File: config.mk
export PLATFORM = sky130hd
export DESIGN_NAME = orbit_camera_controller_flat
export DESIGN_NICKNAME = d
export VERILOG_FILES = /design/src/sv/occ_pkg.sv /design/src/sv/occ_cmd_if.sv /design/src/sv/occ_res_if.sv /design/src/sv/orbit_camera_controller.sv /design/src/sv/occ_cordic.sv /design/src/flat_wrapper.sv
export SDC_FILE = /design/constraint.sdc
export NUM_CORES = 2
export LEC_CHECK = 0
export BUFFER_PORTS_ARGS = -buffer_cell sky130_fd_sc_hd__buf_2
export CAP_MARGIN = 10
export CORE_MARGIN = 10
export CORE_UTILIZATION = 50
export CTS_CLUSTER_SIZE = 14
export DETAILED_ROUTE_END_ITERATION = 10
export PLACE_DENSITY_LB_ADDON = 0.1
export SYNTH_ARGS = -nofsm -noshare
export SYNTH_HDL_FRONTEND = slang
export SYNTH_SLANG_ARGS = --single-unit
File: constraint.sdc
create_clock -name i_clk -period 21.5 [get_ports i_clk]
set_input_delay 2.15 -clock i_clk [delete_from_list [all_inputs] [get_ports i_clk]]
set_output_delay 2.15 -clock i_clk [all_outputs]
set_load 0.01 [all_outputs]
File: src/sv/occ_pkg.sv
// ----------------------------------------------------------------------------
// occ_pkg: orbit camera controller shared definitions
// Field widths, fixed-point constants, operation codes and the arctangent
// table used by the CORDIC unit.
// ----------------------------------------------------------------------------
package occ_pkg;

    // word field widths
    localparam int FUNC_W   = 2;
    localparam int OFFSET_W = 24;
    localparam int STICK_W  = 16;
    localparam int YAW_W    = 15;
    localparam int PITCH_W  = 14;
    localparam int DIST_W   = 24;
    localparam int FOCUS_W  = 32;
    localparam int DZ_W     = 15;
    localparam int GAIN_W   = 16;
    localparam int CFG_W    = 16;
    localparam int TRIG_W   = 18;   // sine / cosine, Q.16

    // operation codes
    localparam logic [FUNC_W-1:0] OP_SPIN = 2'd0;
    localparam logic [FUNC_W-1:0] OP_RISE = 2'd1;
    localparam logic [FUNC_W-1:0] OP_ZOOM = 2'd2;
    localparam logic [FUNC_W-1:0] OP_MOVE = 2'd3;

    // configuration register indexes
    localparam logic REG_DEAD_ZONE = 1'b0;
    localparam logic REG_MOVE_GAIN = 1'b1;

    localparam logic [DZ_W-1:0]   DEAD_ZONE_RST = 15'd8192;
    localparam logic [GAIN_W-1:0] MOVE_GAIN_RST = 16'd983;

    // angles: 1/2^ANGLE_FRAC_BITS degree
    localparam int ANGLE_FRAC_BITS = 6;
    localparam int HALF_TURN       = 180 << ANGLE_FRAC_BITS;
    localparam int FULL_TURN       = 360 << ANGLE_FRAC_BITS;
    localparam int PITCH_LOW       = -(90 << ANGLE_FRAC_BITS);
    localparam int ANG_Q22_SHIFT   = 22 - ANGLE_FRAC_BITS;
    localparam int DEG_Q22_90      = 90 << 22;
    localparam int DEG_Q22_180     = 180 << 22;
    localparam int DIST_MAX        = 16777215;

    localparam int TRIG_ITER_DEF   = 16;
    localparam int CORDIC_GAIN_Q30 = 652032874;

    typedef struct packed {
        logic                      done;
        logic signed [TRIG_W-1:0]  sin_q16;
        logic signed [TRIG_W-1:0]  cos_q16;
    } t_trig;

    // atan(2^-i) in degrees, Q.22
    function automatic logic signed [31:0] atan_q22(input logic [4:0] idx);
        logic signed [31:0] v;
        case (idx)
            5'd0:    v = 32'sd188743680;
            5'd1:    v = 32'sd111421900;
            5'd2:    v = 32'sd58872272;
            5'd3:    v = 32'sd29884485;
            5'd4:    v = 32'sd15000234;
            5'd5:    v = 32'sd7507429;
            5'd6:    v = 32'sd3754631;
            5'd7:    v = 32'sd1877430;
            5'd8:    v = 32'sd938729;
            5'd9:    v = 32'sd469366;
            5'd10:   v = 32'sd234683;
            5'd11:   v = 32'sd117342;
            5'd12:   v = 32'sd58671;
            5'd13:   v = 32'sd29335;
            5'd14:   v = 32'sd14668;
            5'd15:   v = 32'sd7334;
            5'd16:   v = 32'sd3667;
            5'd17:   v = 32'sd1833;
            5'd18:   v = 32'sd917;
            5'd19:   v = 32'sd458;
            5'd20:   v = 32'sd229;
            5'd21:   v = 32'sd115;
            5'd22:   v = 32'sd57;
            5'd23:   v = 32'sd29;
            default: v = 32'sd0;
        endcase
        return v;
    endfunction

endpackage

File: src/sv/occ_cmd_if.sv
// ----------------------------------------------------------------------------
// occ_cmd_if: command channel
// One word carries an operation code, an offset and a two-axis stick value.
// ----------------------------------------------------------------------------
interface occ_cmd_if import occ_pkg::*; ();
    logic                       valid;
    logic                       ready;
    logic [FUNC_W-1:0]          func;
    logic signed [OFFSET_W-1:0] offset;
    logic signed [STICK_W-1:0]  stick_x;
    logic signed [STICK_W-1:0]  stick_y;

    modport source (output valid, func, offset, stick_x, stick_y, input ready);
    modport sink   (input valid, func, offset, stick_x, stick_y, output ready);
endinterface

File: src/sv/occ_res_if.sv
// ----------------------------------------------------------------------------
// occ_res_if: result channel
// One word carries the whole camera state after a command.
// ----------------------------------------------------------------------------
interface occ_res_if import occ_pkg::*; ();
    logic                       valid;
    logic                       ready;
    logic signed [YAW_W-1:0]    yaw_now;
    logic signed [PITCH_W-1:0]  pitch_now;
    logic [DIST_W-1:0]          distance_now;
    logic signed [FOCUS_W-1:0]  focus_x_now;
    logic signed [FOCUS_W-1:0]  focus_y_now;

    modport source (output valid, yaw_now, pitch_now, distance_now, focus_x_now,
                    focus_y_now, input ready);
    modport sink   (input valid, yaw_now, pitch_now, distance_now, focus_x_now,
                    focus_y_now, output ready);
endinterface

File: src/sv/orbit_camera_controller.sv
// ----------------------------------------------------------------------------
// orbit_camera_controller: orbit camera state machine
// Keeps yaw, pitch, distance and a ground focus point; applies spin, rise,
// zoom or move per command word and returns the whole state per word.
// ----------------------------------------------------------------------------
//
//  channel   dir  handshake      word
//  i_cmd     in   valid/ready    func, offset, stick_x, stick_y
//  o_res     out  valid/ready    yaw_now, pitch_now, distance_now, focus_x/y_now
//  i_cfg_*   in   write enable   dead_zone (index 0), move_gain (index 1)
//
// Spin, rise and zoom update the camera state in the accept cycle; the done
// state then loads their result into the output register once it is free.
// Move runs a 15-step sequence on one shared 33x33 signed multiplier (gain x
// distance, then per axis a^2, a^3 and two partial products of the scale, then
// four rotation products), with a CORDIC of TRIG_ITERATIONS steps running
// alongside; the rotation steps wait until the CORDIC is done.
// i_cmd.ready is high only while idle. A finished result waits in its own
// register, so a new word may be taken while o_res is stalled; the next result
// then waits until that register is free. Reset (synchronous, active low)
// zeroes the camera state and restores the register defaults.
// ----------------------------------------------------------------------------
module orbit_camera_controller import occ_pkg::*; #(
    parameter int TRIG_ITERATIONS = TRIG_ITER_DEF
) (
    input  logic             i_clk,
    input  logic             i_rst_n,
    occ_cmd_if.sink          i_cmd,
    occ_res_if.source        o_res,
    input  logic             i_cfg_wr_en,
    input  logic             i_cfg_addr,
    input  logic [CFG_W-1:0] i_cfg_wdata
);

    // sequencer states
    localparam logic [1:0] ST_IDLE = 2'd0;
    localparam logic [1:0] ST_MOVE = 2'd1;
    localparam logic [1:0] ST_DONE = 2'd2;

    // move steps: one multiplier issue per step, none at SP_Y_END and SP_ROT_END
    localparam logic [3:0] SP_SCALE   = 4'd0;
    localparam logic [3:0] SP_X_SQ    = 4'd1;
    localparam logic [3:0] SP_X_CUBE  = 4'd2;
    localparam logic [3:0] SP_X_LO    = 4'd3;
    localparam logic [3:0] SP_X_HI    = 4'd4;
    localparam logic [3:0] SP_Y_SQ    = 4'd5;
    localparam logic [3:0] SP_Y_CUBE  = 4'd6;
    localparam logic [3:0] SP_Y_LO    = 4'd7;
    localparam logic [3:0] SP_Y_HI    = 4'd8;
    localparam logic [3:0] SP_Y_END   = 4'd9;
    localparam logic [3:0] SP_ROT_CX  = 4'd10;
    localparam logic [3:0] SP_ROT_SY  = 4'd11;
    localparam logic [3:0] SP_ROT_CY  = 4'd12;
    localparam logic [3:0] SP_ROT_SX  = 4'd13;
    localparam logic [3:0] SP_ROT_END = 4'd14;

    localparam logic [47:0] CUBE_ONE = 48'h0400_0000_0000;   // 1.0 in Q.42
    localparam logic [47:0] CUBE_RND = 48'h0000_0200_0000;   // half LSB of Q.16
    localparam logic [61:0] P_RND    = 62'h0000_0000_8000_0000;

    // config
    logic [DZ_W-1:0]   r_dead_zone;
    logic [GAIN_W-1:0] r_move_gain;

    // camera state
    logic signed [YAW_W-1:0]   r_yaw;
    logic signed [PITCH_W-1:0] r_pitch;
    logic [DIST_W-1:0]         r_dist;
    logic signed [FOCUS_W-1:0] r_focus_x, r_focus_y;

    // sequencer
    logic [1:0] r_state;
    logic [3:0] r_step;

    // move datapath
    logic signed [STICK_W-1:0] r_sx, r_sy;
    logic signed [65:0]        r_prod;
    logic [39:0]               r_scale;
    logic [20:0]               r_m16;
    logic [40:0]               r_plo;
    logic signed [30:0]        r_dx, r_dy;
    logic signed [47:0]        r_acc;

    // output register
    logic                      r_ovalid;
    logic signed [YAW_W-1:0]   r_o_yaw;
    logic signed [PITCH_W-1:0] r_o_pitch;
    logic [DIST_W-1:0]         r_o_dist;
    logic signed [FOCUS_W-1:0] r_o_fx, r_o_fy;

    logic  cmd_acc, trig_start, out_free;
    t_trig trig;

    assign i_cmd.ready = (r_state == ST_IDLE);
    assign cmd_acc     = i_cmd.valid && i_cmd.ready;
    assign trig_start  = cmd_acc && (i_cmd.func == OP_MOVE);
    assign out_free    = !r_ovalid || o_res.ready;

    occ_cordic #(
        .TRIG_ITERATIONS(TRIG_ITERATIONS)
    ) u_cordic (
        .i_clk   (i_clk),
        .i_rst_n (i_rst_n),
        .i_start (trig_start),
        .i_yaw   (r_yaw),
        .o_trig  (trig)
    );

    // spin / rise / zoom
    logic signed [25:0] yaw_sum, yaw_wrap, yaw_new;
    logic signed [25:0] pitch_sum, pitch_new;
    logic signed [25:0] dist_sum, dist_new;

    always_comb begin
        yaw_sum  = 26'(r_yaw) + 26'(i_cmd.offset);
        yaw_wrap = yaw_sum;
        if (yaw_sum > 26'(HALF_TURN)) begin
            yaw_wrap = yaw_sum - 26'(FULL_TURN);
        end else if (yaw_sum < -26'(HALF_TURN)) begin
            yaw_wrap = yaw_sum + 26'(FULL_TURN);
        end
        // a huge offset still leaves it out of range after one wrap
        yaw_new = yaw_wrap;
        if (yaw_wrap > 26'(HALF_TURN)) begin
            yaw_new = 26'(HALF_TURN);
        end else if (yaw_wrap < -26'(HALF_TURN)) begin
            yaw_new = -26'(HALF_TURN);
        end

        pitch_sum = 26'(r_pitch) + 26'(i_cmd.offset);
        pitch_new = pitch_sum;
        if (pitch_sum > 26'sd0) begin
            pitch_new = 26'sd0;
        end else if (pitch_sum < 26'(PITCH_LOW)) begin
            pitch_new = 26'(PITCH_LOW);
        end

        dist_sum = $signed({2'b00, r_dist}) + 26'(i_cmd.offset);
        dist_new = dist_sum;
        if (dist_sum < 26'sd0) begin
            dist_new = 26'sd0;
        end else if (dist_sum > 26'(DIST_MAX)) begin
            dist_new = 26'(DIST_MAX);
        end
    end

    // stick shaping: magnitude, dead zone, a = |v| - dz + 1.0
    logic [16:0] mag_x, mag_y;
    logic        dead_x, dead_y, axis_y;
    logic [15:0] a_x, a_y, a_sel;
    logic [16:0] dz_ext;

    always_comb begin
        dz_ext = {2'b00, r_dead_zone};
        mag_x  = r_sx[STICK_W-1] ? 17'(-17'(r_sx)) : 17'(r_sx);
        mag_y  = r_sy[STICK_W-1] ? 17'(-17'(r_sy)) : 17'(r_sy);
        dead_x = mag_x < dz_ext;
        dead_y = mag_y < dz_ext;
        a_x    = 16'(mag_x - dz_ext + 17'd16384);
        a_y    = 16'(mag_y - dz_ext + 17'd16384);
        axis_y = (r_step >= SP_Y_SQ);
        a_sel  = axis_y ? a_y : a_x;
    end

    // cube -> Q.16 curve value, then rounded scaled delta
    logic [47:0]        cube_adj;
    logic [20:0]        m16;
    logic [61:0]        p_sum;
    logic [29:0]        p_mag;
    logic signed [30:0] d_x, d_y;

    always_comb begin
        cube_adj = 48'(r_prod[46:0]) - CUBE_ONE + CUBE_RND;
        m16      = cube_adj[46:26];
        p_sum    = {r_prod[41:0], 20'b0} + 62'(r_plo) + P_RND;
        p_mag    = p_sum[61:32];
        d_x      = dead_x ? 31'sd0 : (r_sx[STICK_W-1] ? -$signed({1'b0, p_mag})
                                                      : $signed({1'b0, p_mag}));
        d_y      = dead_y ? 31'sd0 : (r_sy[STICK_W-1] ? -$signed({1'b0, p_mag})
                                                      : $signed({1'b0, p_mag}));
    end

    // shared multiplier operand select
    logic signed [32:0] mul_a, mul_b;
    logic signed [32:0] c_ext, s_ext, dx_ext, dy_ext;

    assign c_ext  = 33'(trig.cos_q16);
    assign s_ext  = 33'(trig.sin_q16);
    assign dx_ext = 33'(r_dx);
    assign dy_ext = 33'(r_dy);

    always_comb begin
        case (r_step)
            SP_SCALE: begin
                mul_a = $signed({17'b0, r_move_gain});
                mul_b = $signed({9'b0, r_dist});
            end
            SP_X_SQ, SP_Y_SQ: begin
                mul_a = $signed({17'b0, a_sel});
                mul_b = $signed({17'b0, a_sel});
            end
            SP_X_CUBE, SP_Y_CUBE: begin
                mul_a = $signed({1'b0, r_prod[31:0]});
                mul_b = $signed({17'b0, a_sel});
            end
            SP_X_LO, SP_Y_LO: begin
                mul_a = $signed({12'b0, m16});
                mul_b = $signed({13'b0, r_scale[19:0]});
            end
            SP_X_HI, SP_Y_HI: begin
                mul_a = $signed({12'b0, r_m16});
                mul_b = $signed({13'b0, r_scale[39:20]});
            end
            SP_ROT_CX: begin
                mul_a = c_ext;
                mul_b = dx_ext;
            end
            SP_ROT_SY: begin
                mul_a = s_ext;
                mul_b = dy_ext;
            end
            SP_ROT_CY: begin
                mul_a = c_ext;
                mul_b = dy_ext;
            end
            SP_ROT_SX: begin
                mul_a = s_ext;
                mul_b = dx_ext;
            end
            default: begin
                mul_a = '0;
                mul_b = '0;
            end
        endcase
    end

    // focus update: round off the Q.16 fraction of the rotated sum and saturate
    function automatic logic signed [FOCUS_W-1:0] focus_add(
        input logic signed [FOCUS_W-1:0] f,
        input logic signed [47:0]        sum
    );
        logic signed [47:0] rnd;
        logic signed [33:0] nf;
        rnd = sum + 48'sd32768;
        nf  = 34'(f) + 34'($signed(rnd[47:16]));
        if (nf > 34'sh0_7FFF_FFFF) begin
            return 32'sh7FFF_FFFF;
        end else if (nf < -34'sh0_8000_0000) begin
            return -32'sh8000_0000;
        end
        return nf[31:0];
    endfunction

    logic rot_stall;
    assign rot_stall = (r_step == SP_ROT_CX) && !trig.done;

    always_ff @(posedge i_clk) begin
        if (!i_rst_n) begin
            r_state     <= ST_IDLE;
            r_step      <= SP_SCALE;
            r_dead_zone <= DEAD_ZONE_RST;
            r_move_gain <= MOVE_GAIN_RST;
            r_yaw       <= '0;
            r_pitch     <= '0;
            r_dist      <= '0;
            r_focus_x   <= '0;
            r_focus_y   <= '0;
            r_ovalid    <= 1'b0;
        end else begin
            if (i_cfg_wr_en) begin
                case (i_cfg_addr)
                    REG_DEAD_ZONE: r_dead_zone <= i_cfg_wdata[DZ_W-1:0];
                    REG_MOVE_GAIN: r_move_gain <= i_cfg_wdata[GAIN_W-1:0];
                    default: ;
                endcase
            end

            // load a finished word, or drop the one just taken
            if (r_state == ST_DONE && out_free) begin
                r_ovalid <= 1'b1;
            end else if (r_ovalid && o_res.ready) begin
                r_ovalid <= 1'b0;
            end

            case (r_state)
                ST_IDLE: begin
                    if (cmd_acc) begin
                        case (i_cmd.func)
                            OP_SPIN: r_yaw   <= yaw_new[YAW_W-1:0];
                            OP_RISE: r_pitch <= pitch_new[PITCH_W-1:0];
                            OP_ZOOM: r_dist  <= dist_new[DIST_W-1:0];
                            default: ;
                        endcase
                        r_step  <= SP_SCALE;
                        r_state <= (i_cmd.func == OP_MOVE) ? ST_MOVE : ST_DONE;
                    end
                end
                ST_MOVE: begin
                    case (r_step)
                        SP_X_CUBE: ;
                        SP_Y_SQ:   r_dx <= d_x;
                        SP_Y_END:  r_dy <= d_y;
                        SP_ROT_CY: r_focus_x <= focus_add(r_focus_x,
                                                          r_acc + r_prod[47:0]);
                        SP_ROT_END: r_focus_y <= focus_add(r_focus_y,
                                                           r_acc - r_prod[47:0]);
                        default: ;
                    endcase
                    if (r_step == SP_ROT_END) begin
                        r_state <= ST_DONE;
                    end else if (!rot_stall) begin
                        r_step <= r_step + 4'd1;
                    end
                end
                ST_DONE: begin
                    if (out_free) begin
                        r_state <= ST_IDLE;
                    end
                end
                default: r_state <= ST_IDLE;
            endcase
        end
    end

    // datapath registers, no reset
    always_ff @(posedge i_clk) begin
        if (cmd_acc) begin
            r_sx <= i_cmd.stick_x;
            r_sy <= i_cmd.stick_y;
        end
        if (!rot_stall) begin
            r_prod <= mul_a * mul_b;
        end
        if (r_step == SP_X_SQ) begin
            r_scale <= r_prod[39:0];
        end
        if (r_step == SP_X_LO || r_step == SP_Y_LO) begin
            r_m16 <= m16;
        end
        if (r_step == SP_X_HI || r_step == SP_Y_HI) begin
            r_plo <= r_prod[40:0];
        end
        if (r_step == SP_ROT_SY || r_step == SP_ROT_SX) begin
            r_acc <= r_prod[47:0];
        end
        if (r_state == ST_DONE && out_free) begin
            r_o_yaw   <= r_yaw;
            r_o_pitch <= r_pitch;
            r_o_dist  <= r_dist;
            r_o_fx    <= r_focus_x;
            r_o_fy    <= r_focus_y;
        end
    end

    assign o_res.valid        = r_ovalid;
    assign o_res.yaw_now      = r_o_yaw;
    assign o_res.pitch_now    = r_o_pitch;
    assign o_res.distance_now = r_o_dist;
    assign o_res.focus_x_now  = r_o_fx;
    assign o_res.focus_y_now  = r_o_fy;

    // checks
    a_yaw_range: assert property (@(posedge i_clk) disable iff (!i_rst_n)
        r_yaw <= 15'(HALF_TURN) && r_yaw >= -15'(HALF_TURN))
        else $error("yaw out of range");

    a_pitch_range: assert property (@(posedge i_clk) disable iff (!i_rst_n)
        r_pitch <= 14'sd0 && r_pitch >= 14'(PITCH_LOW))
        else $error("pitch out of range");

    a_busy_after_accept: assert property (@(posedge i_clk) disable iff (!i_rst_n)
        cmd_acc |=> !i_cmd.ready)
        else $error("command taken while busy");

    a_no_overwrite: assert property (@(posedge i_clk) disable iff (!i_rst_n)
        (o_res.valid && !o_res.ready) |=> o_res.valid && $stable(o_res.focus_x_now))
        else $error("pending result overwritten");

endmodule

File: src/sv/occ_cordic.sv
// ----------------------------------------------------------------------------
// occ_cordic: iterative sine / cosine of the yaw angle
// One rotation step per cycle; result in Q.16 with the half-turn fold undone.
// ----------------------------------------------------------------------------
module occ_cordic import occ_pkg::*; #(
    parameter int TRIG_ITERATIONS = TRIG_ITER_DEF
) (
    input  logic                    i_clk,
    input  logic                    i_rst_n,
    input  logic                    i_start,
    input  logic signed [YAW_W-1:0] i_yaw,
    output t_trig                   o_trig
);

    localparam int CW = $clog2(TRIG_ITERATIONS + 1);

    logic signed [33:0] r_x, r_y, n_x, n_y;
    logic signed [31:0] r_z, n_z;
    logic [CW-1:0]      r_cnt;
    logic               r_busy, r_done, r_flip;

    logic signed [31:0] z0, z_fold, atan_v;
    logic               flip0;
    logic signed [33:0] fx, fy, cx, cy;

    // yaw to Q.22 degrees, folded into -90..90
    always_comb begin
        z0     = 32'(i_yaw) <<< ANG_Q22_SHIFT;
        z_fold = z0;
        flip0  = 1'b0;
        if (z0 > 32'(DEG_Q22_90)) begin
            z_fold = z0 - 32'(DEG_Q22_180);
            flip0  = 1'b1;
        end else if (z0 < -32'(DEG_Q22_90)) begin
            z_fold = z0 + 32'(DEG_Q22_180);
            flip0  = 1'b1;
        end
    end

    always_comb begin
        atan_v = atan_q22(5'(r_cnt));
        if (r_z >= 0) begin
            n_x = r_x - (r_y >>> r_cnt);
            n_y = r_y + (r_x >>> r_cnt);
            n_z = r_z - atan_v;
        end else begin
            n_x = r_x + (r_y >>> r_cnt);
            n_y = r_y - (r_x >>> r_cnt);
            n_z = r_z + atan_v;
        end
    end

    always_ff @(posedge i_clk) begin
        if (!i_rst_n) begin
            r_busy <= 1'b0;
            r_done <= 1'b0;
            r_cnt  <= '0;
        end else if (i_start) begin
            r_busy <= 1'b1;
            r_done <= 1'b0;
            r_cnt  <= '0;
        end else if (r_busy) begin
            r_cnt <= r_cnt + 1'b1;
            if (r_cnt == CW'(TRIG_ITERATIONS - 1)) begin
                r_busy <= 1'b0;
                r_done <= 1'b1;
            end
        end
    end

    always_ff @(posedge i_clk) begin
        if (i_start) begin
            r_x    <= 34'(CORDIC_GAIN_Q30);
            r_y    <= '0;
            r_z    <= z_fold;
            r_flip <= flip0;
        end else if (r_busy) begin
            r_x <= n_x;
            r_y <= n_y;
            r_z <= n_z;
        end
    end

    assign fx = r_flip ? -r_x : r_x;
    assign fy = r_flip ? -r_y : r_y;
    assign cx = fx + 34'sd8192;
    assign cy = fy + 34'sd8192;

    assign o_trig.done    = r_done;
    assign o_trig.cos_q16 = cx[31:14];
    assign o_trig.sin_q16 = cy[31:14];

endmodule
File: src/flat_wrapper.sv
// flat-port wrapper written by rule: the top's interface ports become plain ports
module orbit_camera_controller_flat import occ_pkg::*;
#(
    parameter int TRIG_ITERATIONS = TRIG_ITER_DEF
)
  (i_clk, i_rst_n, i_cfg_wr_en, i_cfg_addr, i_cfg_wdata, i_cmd_valid, i_cmd_func, i_cmd_offset, i_cmd_stick_x, i_cmd_stick_y, i_cmd_ready, o_res_valid, o_res_yaw_now, o_res_pitch_now, o_res_distance_now, o_res_focus_x_now, o_res_focus_y_now, o_res_ready);
  occ_cmd_if i_cmd_i ();
  occ_res_if o_res_i ();
  input  logic i_clk;
  input  logic i_rst_n;
  input  logic i_cfg_wr_en;
  input  logic i_cfg_addr;
  input  logic [CFG_W-1:0] i_cfg_wdata;
  input wire logic [$bits(i_cmd_i.valid)-1:0] i_cmd_valid;
  input wire logic [$bits(i_cmd_i.func)-1:0] i_cmd_func;
  input wire logic [$bits(i_cmd_i.offset)-1:0] i_cmd_offset;
  input wire logic [$bits(i_cmd_i.stick_x)-1:0] i_cmd_stick_x;
  input wire logic [$bits(i_cmd_i.stick_y)-1:0] i_cmd_stick_y;
  output wire logic [$bits(i_cmd_i.ready)-1:0] i_cmd_ready;
  output wire logic [$bits(o_res_i.valid)-1:0] o_res_valid;
  output wire logic [$bits(o_res_i.yaw_now)-1:0] o_res_yaw_now;
  output wire logic [$bits(o_res_i.pitch_now)-1:0] o_res_pitch_now;
  output wire logic [$bits(o_res_i.distance_now)-1:0] o_res_distance_now;
  output wire logic [$bits(o_res_i.focus_x_now)-1:0] o_res_focus_x_now;
  output wire logic [$bits(o_res_i.focus_y_now)-1:0] o_res_focus_y_now;
  input wire logic [$bits(o_res_i.ready)-1:0] o_res_ready;
  assign i_cmd_i.valid = i_cmd_valid;
  assign i_cmd_i.func = i_cmd_func;
  assign i_cmd_i.offset = i_cmd_offset;
  assign i_cmd_i.stick_x = i_cmd_stick_x;
  assign i_cmd_i.stick_y = i_cmd_stick_y;
  assign i_cmd_ready = i_cmd_i.ready;
  assign o_res_valid = o_res_i.valid;
  assign o_res_yaw_now = o_res_i.yaw_now;
  assign o_res_pitch_now = o_res_i.pitch_now;
  assign o_res_distance_now = o_res_i.distance_now;
  assign o_res_focus_x_now = o_res_i.focus_x_now;
  assign o_res_focus_y_now = o_res_i.focus_y_now;
  assign o_res_i.ready = o_res_ready;
  orbit_camera_controller #(.TRIG_ITERATIONS(TRIG_ITERATIONS)) u_core (.i_clk(i_clk), .i_rst_n(i_rst_n), .i_cmd(i_cmd_i), .o_res(o_res_i), .i_cfg_wr_en(i_cfg_wr_en), .i_cfg_addr(i_cfg_addr), .i_cfg_wdata(i_cfg_wdata));
endmodule
# After elaboration in Yosys (flattened, before gate mapping)
# Memories as Yosys holds them, arrays and structs flattened. A register that Yosys moved wholly into a read port is not among the register bits.
# Cells that the tools add are included.
# totals
reg_bits	672
rom_bits	896
input_bits	80
out_inout_bits	119
mem_count	1
# memory_table
name	depth	word_bits	rd	rd_ports_with_merged_regs	wr	line	text
(no name shown)	32	28	1	1	0	occ_pkg.sv:56	case (idx)
# op_classes
addsub	36
mul	1
n_lt_le_gt_ge	18
n_eq_ne	25
n_shift	2
n_mux	57
n_bitwise	4
reduce_logical	41
# ops
cell	n
32-bit 2-to-1 mux	13
33-bit one-hot mux with 7 select lines	1
33-bit one-hot mux with 6 select lines	1
48-bit by 17-bit adder with 48-bit output, second input constant	2
34-bit adder	2
34-bit by 32-bit greater-than comparator with 1-bit output, second input constant	2
34-bit by 32-bit less-than comparator with 1-bit output, second input constant	2
34-bit 2-to-1 mux	2
34-bit by 5-bit >>> shifter with 34-bit output	2
34-bit subtractor	2
32-bit by 32-bit adder with 33-bit output	2
32-bit by 15-bit adder with 32-bit output, second input constant	2
32-bit negator	2
62-bit by 32-bit adder with 62-bit output, second input constant	1
62-bit by 41-bit adder with 62-bit output	1
30-bit 2-to-1 mux	2
26-bit by 15-bit greater-than comparator with 1-bit output, second input constant	2
26-bit by 15-bit less-than comparator with 1-bit output, second input constant	2
26-bit 2-to-1 mux	2
48-bit adder	1
33-bit by 33-bit multiplier with 48-bit output	1
24-bit 2-to-1 mux	2
48-bit subtractor	1
47-bit by 26-bit adder with 47-bit output, second input constant	1
other kinds (56)	133

# Longest topological paths before layout
# logic_depth
depth_word	10
ltp_mapped	53

# Cells and area by module
# From an unflattened synthesis, not the netlist that was laid out.
# hier_totals
cells_unflattened	9768
area_unflattened_um2	86614.3
# by_module_without_submodules
mod	n_inst	cells_per_inst	area_per_inst_um2	seq_area_each_um2
orbit_camera_controller	1	7313	67161.9	14784.2
occ_cordic	1	2455	19452.4	3052.9

# Least setup slack after synthesis
# No wires, ideal clock.
# synth_path
path_kind	register to register
start	register u_core.u_cordic.r_flip
end	register u_core.r_prod[46], data pin
arrival_time_ns	11.824
t_required_ns	21.242
setup_slack_ns	9.418
path_stages_with_launch	47
n_path_buf	10
synth_period_minus_slack_ns	12.082
cell_sequence	edfxtp_1 > clkbuf_1 > clkbuf_1 > clkbuf_1 > buf_2 > clkbuf_1 > clkbuf_1 > clkbuf_1 > o21ai_0 > xnor2_1 > ha_1 > and3_1 > nand3_1 > a32oi_1 > o2111ai_1 > mux2_2 > a21o_1 > a21oi_1 > (+11 left out) > inv_1 > fa_1 > fa_1 > inv_1 > fa_1 > inv_1 > ha_1 > a21o_1 > nor3_1 > o311ai_0 > a31o_2 > o41a_1 > a21oi_1 > o31ai_1 > nor4_1 > o41ai_1 > a21oi_1 > xnor2_1
# synth_via
elab_chain_len	4
# synth_lines
item	line	text
start, declared	occ_cordic.sv:20	logic r_busy, r_done, r_flip;
start signal, assigned	occ_cordic.sv:76	r_flip <= flip0;
32-bit 2-to-1 mux (on tied branches)	occ_cordic.sv:85, occ_cordic.sv:84	
32-bit by 15-bit adder with 32-bit output (on tied branches)	occ_cordic.sv:87, occ_cordic.sv:86	
33-bit one-hot mux with 7 select lines *	orbit_camera_controller.sv:193	case (r_step)
33-bit by 33-bit multiplier with 48-bit output *	orbit_camera_controller.sv:332	r_prod <= mul_a * mul_b;
end signal, assigned	orbit_camera_controller.sv:332	
end, declared	orbit_camera_controller.sv:77	logic signed [65:0] r_prod;
# Every way passes the cells marked *; elsewhere a longest branch is shown, timed or not.
# A chain may end at the register's enable or synchronous reset.

# Final worst setup path
# layout_path
start	register u_core.u_cordic.r_x[1]
end	register u_core.r_prod[46], data pin
# layout_via
elab_chain_len	5
# layout_lines
item	line	text
start, declared	occ_cordic.sv:17	logic signed [33:0] r_x, r_y, n_x, n_y;
start signal, assigned	occ_cordic.sv:73	r_x <= 34'(CORDIC_GAIN_Q30);
start signal, assigned	occ_cordic.sv:78	r_x <= n_x;
32-bit negator	occ_cordic.sv:84	assign fx = r_flip ? -r_x : r_x;
32-bit 2-to-1 mux *	occ_cordic.sv:84	
32-bit by 15-bit adder with 32-bit output *	occ_cordic.sv:86	assign cx = fx + 34'sd8192;
33-bit one-hot mux with 7 select lines *	orbit_camera_controller.sv:193	
33-bit by 33-bit multiplier with 48-bit output *	orbit_camera_controller.sv:332	
# Marked as above.

==> impl_metrics.tcl <==
set metrics [dict create \
    portBuffers 198 \
    drc_errors 0 \
    antenna_found_initial 21 \
    yosys_most_used_dff "edfxtp_1" \
    drtIter0Drc 6638 \
    die_w_um 431 \
    cts_tree "yes" \
    critPathCaptureType "register" \
    numCtsBuffers 86 \
    postRouteAntennaNets 0 \
    max_freq_mhz 71.8 \
    syn_area_mm2 0.0843 \
    crit_type "reg -> reg" \
    multi_input_area_mm2 0.0604 \
    whs_path_depth 0 \
    cellPowerDensity_mw_per_mm2 72.0 \
    cpPeakStageDelay_ns 0.75 \
    clockBufferDepth 3 \
    switchingPower_mw 2.79 \
    slowest_stage "a21oi_1" \
    gr-max-usage-layer "met2" \
    fillCellCount 15600 \
    synth-seq-cells 680 \
    dp_hpwl_um 218000 \
    routedWlPerCell_um 23.9 \
    seq_area_mm2 0.0178 \
    syn-num-nets 11100 \
    synth_area_leaders "fa_1 (21%), edfxtp_1 (15%), ha_1 (11%)" \
    place_congestion 0.969 \
    ys_seq_area_frac 0.212 \
    fin_crit_sh 0.648 \
    switching_share 0.427 \
    yosysTopAreaCell "fa_1" \
    synth.most_common_cell "inv_1" \
    final_area_mm2 0.0908 \
    grt_use_met2 0.478 \
    globalRouteMet3Util 0.0534 \
    row_count 150 \
    ys_warn_count 0 \
    post-route-min-period_ns 13.94 \
    synthArstFlopShare 0 \
    synth.top_cell.area_share 0.209 \
    netlist_instances 9453 \
    place_ws_ns 7.75 \
    gr-total-overflow 0 \
    drive_above_1_share 0.0753 \
    synthDistinctLibCells 108 \
    grt_usage 0.298 \
    synth_area_per_cell_um2 8.92 \
    routed_wl_um 281000 \
    grt_first_pass_wirelength_um 427000 \
    fin_util 0.542 \
    fin_cells 11800 \
    post_cts_buffers 0 \
    grtUsageMet1 0.392 \
    irDropWorstVdd_mv 0.0637 \
    dr.pass1.iters 9 \
    io-pin-count 199 \
    hp-class "reg -> reg" \
    clk_latency_ns 0.76 \
    finClkSkew_ns 0.0544 \
    dp.cells 11600 \
    vias 70200 \
    timing.final.ws_setup_ns 7.56 \
    hold_ws_ns 0.445 \
    p_total_mw 6.53 \
    ys_top_cells_by_count "inv_1 (1249), nand2_1 (1199), fa_1 (881)" \
    cpMostUsedCell "fa_1" \
    setup_viol 0 \
    internal_power_mw 3.75 \
    p_clk_frac 0.235 \
    slew_headroom 0.118 \
    hold_buffers 0 \
    required_ns 21.96 \
    r2r.worst_path.cells 40 \
    cts.clk_slew.worst_paths_ns 0.06 \
    clkSinkCount 680 \
    cap_violations 0 \
    cp.arrival_ns 14.40 \
    maxSlewViolCount 0 \
    syn2layout_area_growth_pct 7.66 \
    worst_pin_slew_ns 1.32 \
    cts.htree.levels 3 \
    final_hold_viol_count 0 \
    p_leak_nw 40.7 \
    cts-root-buf "clkbuf_16" \
    grt_pass1_vias 68800 \
    grt_max_degree 89 \
    dieArea_mm2 0.185 \
    synth_edf_count 422 \
    vias_per_cell 5.97 \
    cts_resized 0 \
    nNetsFinal 11200 \
    outcome "finished, final reports clean" \
    postPlaceCellArea_mm2 0.0878 \
    seqPwrFrac 0.268 \
    rsz0062_at_grt "no" \
    comb_power_share 0.497 \
    setup_tns_ns 0 \
    core_area_mm2 0.167 \
    start_util 0.504 \
    die_y_um 431 \
    path_max_fanout 27 \
    worstSetupStartpointType "register" \
]
registers in the layout (all words and copies together) (netlist names), 31 cells and up:
register	cells
u_core.o_res.focus_y_now	32
u_core.r_dy	31
u_core.r_dx	31
u_core.u_cordic.r_x	34
u_core.u_cordic.r_z	32
u_core.r_focus_y	32
u_core.u_cordic.r_y	34
u_core.r_scale	40
u_core.r_focus_x	32
u_core.r_prod	48
u_core.r_acc	48
u_core.o_res.focus_x_now	32
final cells by class:
type | count | share of cell area
multi-input combinational | 7098 | 0.665
sequential | 680 | 0.197
inverter | 1258 | 0.0520
tap | 2204 | 0.0304
clock buffer | 112 | 0.0258
timing repair buffer | 346 | 0.0232
clock inverter | 49 | 0.00656
antenna | 11 | 0.000303
layer usage:
layer / share of wire / wire length, um
met3: 0.084 / 23600
met5: 0.000046 / 13
met1: 0.41 / 115000
met4: 0.054 / 15200
met2: 0.45 / 128000
worst paths after layout:
kind	startpoint	end	slack, ns
min reg2reg	u_core.r_focus_y[16]$_SDFFE_PN0P_	u_core.o_res.focus_y_now[16]$_DFFE_PP_	0.45
max reg2reg	u_core.u_cordic.r_x[1]$_SDFFE_PP1P_	u_core.r_prod[46]$_DFFE_PN_	7.56
min	u_core.r_focus_y[16]$_SDFFE_PN0P_	u_core.o_res.focus_y_now[16]$_DFFE_PP_	0.45
max	u_core.u_cordic.r_x[1]$_SDFFE_PP1P_	u_core.r_prod[46]$_DFFE_PN_	7.56
power by group through the flow:
stage	clock network, mW	logic [mW]	registers (mW)
2_1_floorplan	0	2.44	1.65
4_1_cts	1.56	3.22	1.75
3_5_place_dp	0	3.19	1.78
5_1_grt	1.61	3.58	1.77
3_3_place_gp	0	3.14	1.77
6_report	1.53	3.25	1.75
cell families after synthesis:
group,synth area share
AO/OA/AOI/OAI,0.129
multiplexers,0.0358
AND/OR/NAND/NOR,0.157
XOR/XNOR,0.0669
flip-flops,0.212
adder cells (fa/ha/maj),0.325
buffers and inverters,0.0754
worst max-delay path, delay by kind of cell, from the launching register on:
kind	cells	cell delay, ns
compound gates	13	4.56
xor+xnor	2	0.24
fa+ha+maj	10	4.62
buf+inv	5	0.59
flops	1	0.37
mux	1	0.34
simple gates	9	2.95
cell usage in the layout (no fill, tap or decap), drive strengths merged, types with 107 or more instances in the layout:
cell type	count
inv	1258
clkbuf	112
nor2	730
fa	881
and2	107
ha	731
edfxtp	422
nand2	1200
a21oi	491
a21o	111
buf	346
nand3	164
nor3	166
dfxtp	258
o21ai	406
xnor2	407
xor2	227
No activity file was read; power rests on OpenSTA's default activity.
